--- config.mk ---
export PLATFORM = sky130hd
export DESIGN_NAME = nkt_ctrl
export DESIGN_NICKNAME = d
export VERILOG_FILES = /design/src/rtl/core/nkt_pkg.sv /design/src/rtl/core/nkt_ctrl.sv
export SDC_FILE = /design/constraint.sdc
export NUM_CORES = 1
export LEC_CHECK = 0
export ABC_CLOCK_PERIOD_IN_PS = 2700
export BUFFER_PORTS_ARGS = -buffer_cell sky130_fd_sc_hd__buf_4
export CELL_PAD_IN_SITES_DETAIL_PLACEMENT = 0
export CELL_PAD_IN_SITES_GLOBAL_PLACEMENT = 1
export CORE_UTILIZATION = 37
export CTS_CLUSTER_DIAMETER = 40
export DETAILED_ROUTE_END_ITERATION = 12
export PLACE_DENSITY_LB_ADDON = 0.25
export REMOVE_ABC_BUFFERS = 1
export SYNTH_ARGS = -nofsm -noshare
export SYNTH_HDL_FRONTEND = slang
export SYNTH_SLANG_ARGS = --single-unit
--- constraint.sdc ---
create_clock -name clock -period 2.7 [get_ports clock]
set_clock_uncertainty 0.05 [all_clocks]
set_input_delay 0.675 -clock clock [delete_from_list [all_inputs] [get_ports clock]]
set_output_delay 0.675 -clock clock [all_outputs]
set_load 0.01 [all_outputs]
--- src/rtl/core/nkt_pkg.sv ---
`timescale 1ns / 1ps
package nkt_pkg;

   localparam int TABLE_DEPTH = 1024;
   localparam int AW = $clog2(TABLE_DEPTH);
   localparam int CW = $clog2(TABLE_DEPTH + 1);

   typedef enum logic [1:0] {
      OP_ASSIGN = 2'd0,
      OP_UPDATE = 2'd1,
      OP_QUERY  = 2'd2,
      OP_NOP    = 2'd3
   } opcode_type;

   typedef enum logic [2:0] {
      ST_DONE  = 3'd0,
      ST_FOUND = 3'd1,
      ST_TIE   = 3'd2,
      ST_MISS  = 3'd3,
      ST_FULL  = 3'd4
   } status_type;

   typedef enum logic [2:0] {
      RD_MID    = 3'd0,
      RD_POS    = 3'd1,
      RD_POS_DN = 3'd2,
      RD_POS_UP = 3'd3,
      RD_SHIFT  = 3'd4
   } rd_sel_type;

   typedef struct packed {
      logic       load_item;
      rd_sel_type rd_sel;
      logic       srch_step;
      logic       cap_p;
      logic       cap_l;
      logic       cap_u;
      logic       dist_ld;
      logic       act;
      logic       sh_init;
      logic       sh_write;
      logic       ins;
      logic       rsp_load;
   } cmd_type;

   typedef struct packed {
      logic srch_done;
      logic shift_done;
      logic need_shift;
      logic out_free;
   } stat_type;

endpackage

--- src/rtl/core/nkt_ctrl.sv ---
`timescale 1ns / 1ps
module nkt_ctrl (
   input  logic               clock,
   input  logic               reset,
   input  logic               req_valid,
   output logic               req_ready,
   input  nkt_pkg::stat_type  stat,
   output nkt_pkg::cmd_type   cmd
);

   typedef enum logic [12:0] {
      S_IDLE = 13'b0000000000001,
      S_SRD  = 13'b0000000000010,
      S_SCMP = 13'b0000000000100,
      S_F0   = 13'b0000000001000,
      S_F1   = 13'b0000000010000,
      S_F2   = 13'b0000000100000,
      S_F3   = 13'b0000001000000,
      S_DIST = 13'b0000010000000,
      S_ACT  = 13'b0000100000000,
      S_SHR  = 13'b0001000000000,
      S_SHW  = 13'b0010000000000,
      S_INS  = 13'b0100000000000,
      S_FIN  = 13'b1000000000000
   } state_type;

   state_type state_ff, state_in;

   always_ff @(posedge clock) begin
      if (reset) begin
         state_ff <= S_IDLE;
      end else begin
         state_ff <= state_in;
      end
   end

   always_comb begin
      state_in   = state_ff;
      cmd        = nkt_pkg::cmd_type'('0);
      cmd.rd_sel = nkt_pkg::RD_MID;
      req_ready  = 1'b0;
      unique case (state_ff)
         S_IDLE: begin
            req_ready = 1'b1;
            if (req_valid) begin
               cmd.load_item = 1'b1;
               state_in      = S_SRD;
            end
         end
         S_SRD: begin
            if (stat.srch_done) begin
               state_in = S_F0;
            end else begin
               state_in = S_SCMP;
            end
         end
         S_SCMP: begin
            cmd.srch_step = 1'b1;
            state_in      = S_SRD;
         end
         S_F0: begin
            cmd.rd_sel = nkt_pkg::RD_POS;
            state_in   = S_F1;
         end
         S_F1: begin
            cmd.cap_p  = 1'b1;
            cmd.rd_sel = nkt_pkg::RD_POS_DN;
            state_in   = S_F2;
         end
         S_F2: begin
            cmd.cap_l  = 1'b1;
            cmd.rd_sel = nkt_pkg::RD_POS_UP;
            state_in   = S_F3;
         end
         S_F3: begin
            cmd.cap_u = 1'b1;
            state_in  = S_DIST;
         end
         S_DIST: begin
            cmd.dist_ld = 1'b1;
            state_in    = S_ACT;
         end
         S_ACT: begin
            cmd.act = 1'b1;
            if (stat.need_shift) begin
               cmd.sh_init = 1'b1;
               state_in    = S_SHR;
            end else begin
               state_in = S_FIN;
            end
         end
         S_SHR: begin
            cmd.rd_sel = nkt_pkg::RD_SHIFT;
            if (stat.shift_done) begin
               state_in = S_INS;
            end else begin
               state_in = S_SHW;
            end
         end
         S_SHW: begin
            cmd.sh_write = 1'b1;
            state_in     = S_SHR;
         end
         S_INS: begin
            cmd.ins  = 1'b1;
            state_in = S_FIN;
         end
         S_FIN: begin
            if (stat.out_free) begin
               cmd.rsp_load = 1'b1;
               state_in     = S_IDLE;
            end
         end
         default: begin
            state_in = S_IDLE;
         end
      endcase
   end

endmodule

==> results summary <==
The run finished with clean final reports. The startpoint identified for the worst register-to-register timing path is state_ff[4]. The critical path's top delay family is simple AND/OR/NAND/NOR gates. The post-place setup slack is 0.2285 ns. The iteration count of the initial detailed-routing pass came out at 4. The net total in the final layout is 137.

For hold timing, the worst endpoint is state_ff[2]. Cells fill 50.31% of the core in the end. The critical path buffer and inverter count came out at 1. The register ranked first by flip-flop count is state_ff. The class of the worst hold path is input port to flip-flop. The number of input and output port buffers inserted is 21. The number of CTS-inserted buffers came out at 3. The total power density per cell area came out at 419.8 mW/mm². The worst hold margin came out at 0.5067 ns. Counting instances, the worst hold path has a depth of 2.

The share of the synthesized area in the top cell type is 29.55%. Ranked by instance count, the synthesized netlist is headed by 13 x dfxtp_1, 9 x nor3_1, 7 x inv_1, 7 x nor4_1. The number of hold-slack violations in the final timing report is 0. The kind of end point of the critical path is a primary output.

The most common cell in the netlist is dfxtp_1. Detailed routing inserted a total of 844 vias. The initial antenna violation count came out at 0. The total grt overflow is 0. Clock-pin slew was measured on the worst setup and hold paths at 0.09 ns. The number of flip-flops under the largest register name came out at 13. The post-CTS setup buffer count is 0. The measured slew at the worst slew-check pin came out at 0.5455 ns.

In the final timing run, aggregate negative setup slack is 0 ns. The clock root buffer is clkbuf_4. The wire-length estimate of the detail-placed layout is 1.608 mm. The worst reg-to-reg setup slack came out at 0.75 ns.

Across every metal layer, demand over resource in global routing totals 17.84%. The number of distinct library cell variants in the gate-level netlist after synthesis is 43. The largest driver fanout on the critical path came out at 8. The via count of the first global-routing pass came out at 759.

TritonCTS built the clock tree. The final number of setup-violating endpoints is 0. The standard cell core area came out at 0.002233 mm². The worst register-to-register path ends at state_ff[9]. The post-layout minimum cycle time came out at 2.652 ns. The type of the worst setup path is flip-flop to primary output. After synthesis, the cell types taking the most area are dfxtp_1 30%, nor3_1 5.1%, nor4_1 5.0%. The count of cells along the worst register-to-register path came out at 4.

Setup repair after global routing could not meet its margin everywhere. The initial cell density of the core came out at 39.44%. The die is 50.79 µm tall.

The count of inserted antenna diode cells came out at 0. The detailed-route wire length is 2.102 mm. The filler-free cell count of the finished design came out at 157. The die outline area came out at 0.002580 mm². The remaining max-slew budget at the tightest pin came out at 63.12%. The max-slew violation total from the final report came out at 0.

The fraction of synthesis flops using an asynchronous set or reset pin came out at 0%. After detailed placement, the design holds a cell count of 153. Among all flip-flop cells after synthesis, the most frequent one is dfxtp_1.

The highest achievable clock rate is 377.0 MHz. Entering global routing, the biggest net connects 11 pins. For this run, design rule violations remaining after detail routing come to 0. The instance area at placement came out at 0.001059 mm². The count of H-tree levels built during CTS came out at 1. After synthesis the cells add up to 880.8 µm².

The worst path setup slack after routing came out at 0.04760 ns. The area of all placed cells without fillers came out at 0.001124 mm². In this run, the number of DRC markers left after iteration 0 of detailed routing was 13. VDD sags by at most 189.0 µV. At the later pin of the worst-skew pair, clock insertion delay measures 0.27 ns. In this run the most critical hold path is launched from stat[3].

The horizontal die dimension came out at 50.79 µm. The maximum root-to-sink buffer count came out at 2. The delay contributed by the slowest stage of the critical path is 0.58 ns.

The post-synthesis to final-layout area growth came out at 27.56%. After detailed routing, the average wire length per cell comes to 13.39 µm. In the final layout, the registers with the most flip-flops are state_ff x13.

The data arrival time of the worst path is 1.93 ns. The register bit count reported by yosys came out at 13. The fill cell total of the finished layout is 224. The synthesized area per cell came out at 8.156 µm². The floorplan row count came out at 17. The part of the cycle the worst path needs is 98.24%. The cell at the slowest stage of the critical path is or4_4.

The leakage power is 0.4831 nW. The number of max-capacitance violations reported is 0. The routability congestion estimate came out at 0.8579. The global-route wire length before repair came out at 3.498 mm. The worst setup path is launched from a flip-flop.

Traced cell by cell, the critical path runs through or4_4 > or3_4 > nor3_2 > buf_4. The total power after layout is 0.4717 mW. The required arrival time at the worst endpoint is 1.98 ns.

The number of enable-type register cells in the synthesized netlist came out at 0. The via count normalized by instance count came out at 5.376. The boundary pin count came out at 22. The fraction of the yosys area taken by sequential cells is 29.55%. The number of synthesis warnings is 0. For this design, the sink count on the clock tree is 13. The number of nets still failing antenna checks after routing is 0.

The post-synthesis cell count came out at 108. The biggest area contributor in the post-synthesis netlist is dfxtp_1. Of the cells placed in the final design, the portion with a size suffix greater than 1 is 36.43%.
-- how the worst max path moves through the flow --
stage	slack, ns	cells past startpoint	end	startpoint
after floorplan	0.31	3	cmd[3]	state_ff[0]
after global placement	0.28	5	cmd[11]	state_ff[0]
after detailed placement	0.23	5	cmd[11]	state_ff[0]
after CTS	0.01	4	cmd[12]	state_ff[0]
after global routing	-0.02	4	cmd[2]	state_ff[4]
final	0.05	4	cmd[12]	state_ff[4]
-- routing by layer --
layer / track usage (%) / up-vias / wire length [µm]
met5: 0 / - / 0
met4: 4.167 / 0 / 9
met3: 2.727 / 2 / 74
met2: 29.11 / 18 / 910
met1: 24.45 / 377 / 1107
li1: - / 447 / -
-- cell usage in the layout, fill, tap and decap left out, types with 3 or more instances in the layout --
cell type / instances
o21ai_0: 3
inv_1: 7
nor4_1: 6
or3_1: 3
nor3_1: 7
nor2_1: 5
clkbuf_4: 3
nor4b_1: 3
and3_1: 3
dfxtp_1: 7
dfxtp_2: 5
xor2_1: 3
nand2_1: 5
buf_4: 24
nor4_2: 3
nor2b_1: 3
-- final cells by class --
class	count	area [µm²]	share of cell area [%]
sequential	13	270.3	24.05
clock buffer	4	26.28	2.339
tap	28	35.03	3.118
multi-input combinational	81	585.6	52.12
inverter	7	26.28	2.339
timing repair buffer	24	180.2	16.04
-- cell families (layout without fill, tap and decap cells) --
family / count (synthesis) / after routing / share of synthesized area (%)
AO/OA/AOI/OAI: 14 / 14 / 11.51
XOR/XNOR: 5 / 5 / 4.972
AND/OR/NAND/NOR: 62 / 62 / 46.73
flip-flops: 13 / 13 / 29.55
buffers and inverters: 14 / 35 / 7.244
-- what timing repair did --
action / in CTS / in global routing
gates resized for setup: 3 / 9
hold buffers: 0 / 0
setup endpoints to repair: 5 / 6
pin swaps: 0 / 2
-- power breakdown --
group / total, mW / internal [mW] / switching [mW]
clock: 0.119 / 0.0570 / 0.0616
sequential: 0.219 / 0.202 / 0.0165
combinational: 0.134 / 0.0671 / 0.0672
No activity file was read; power rests on OpenSTA's default activity.
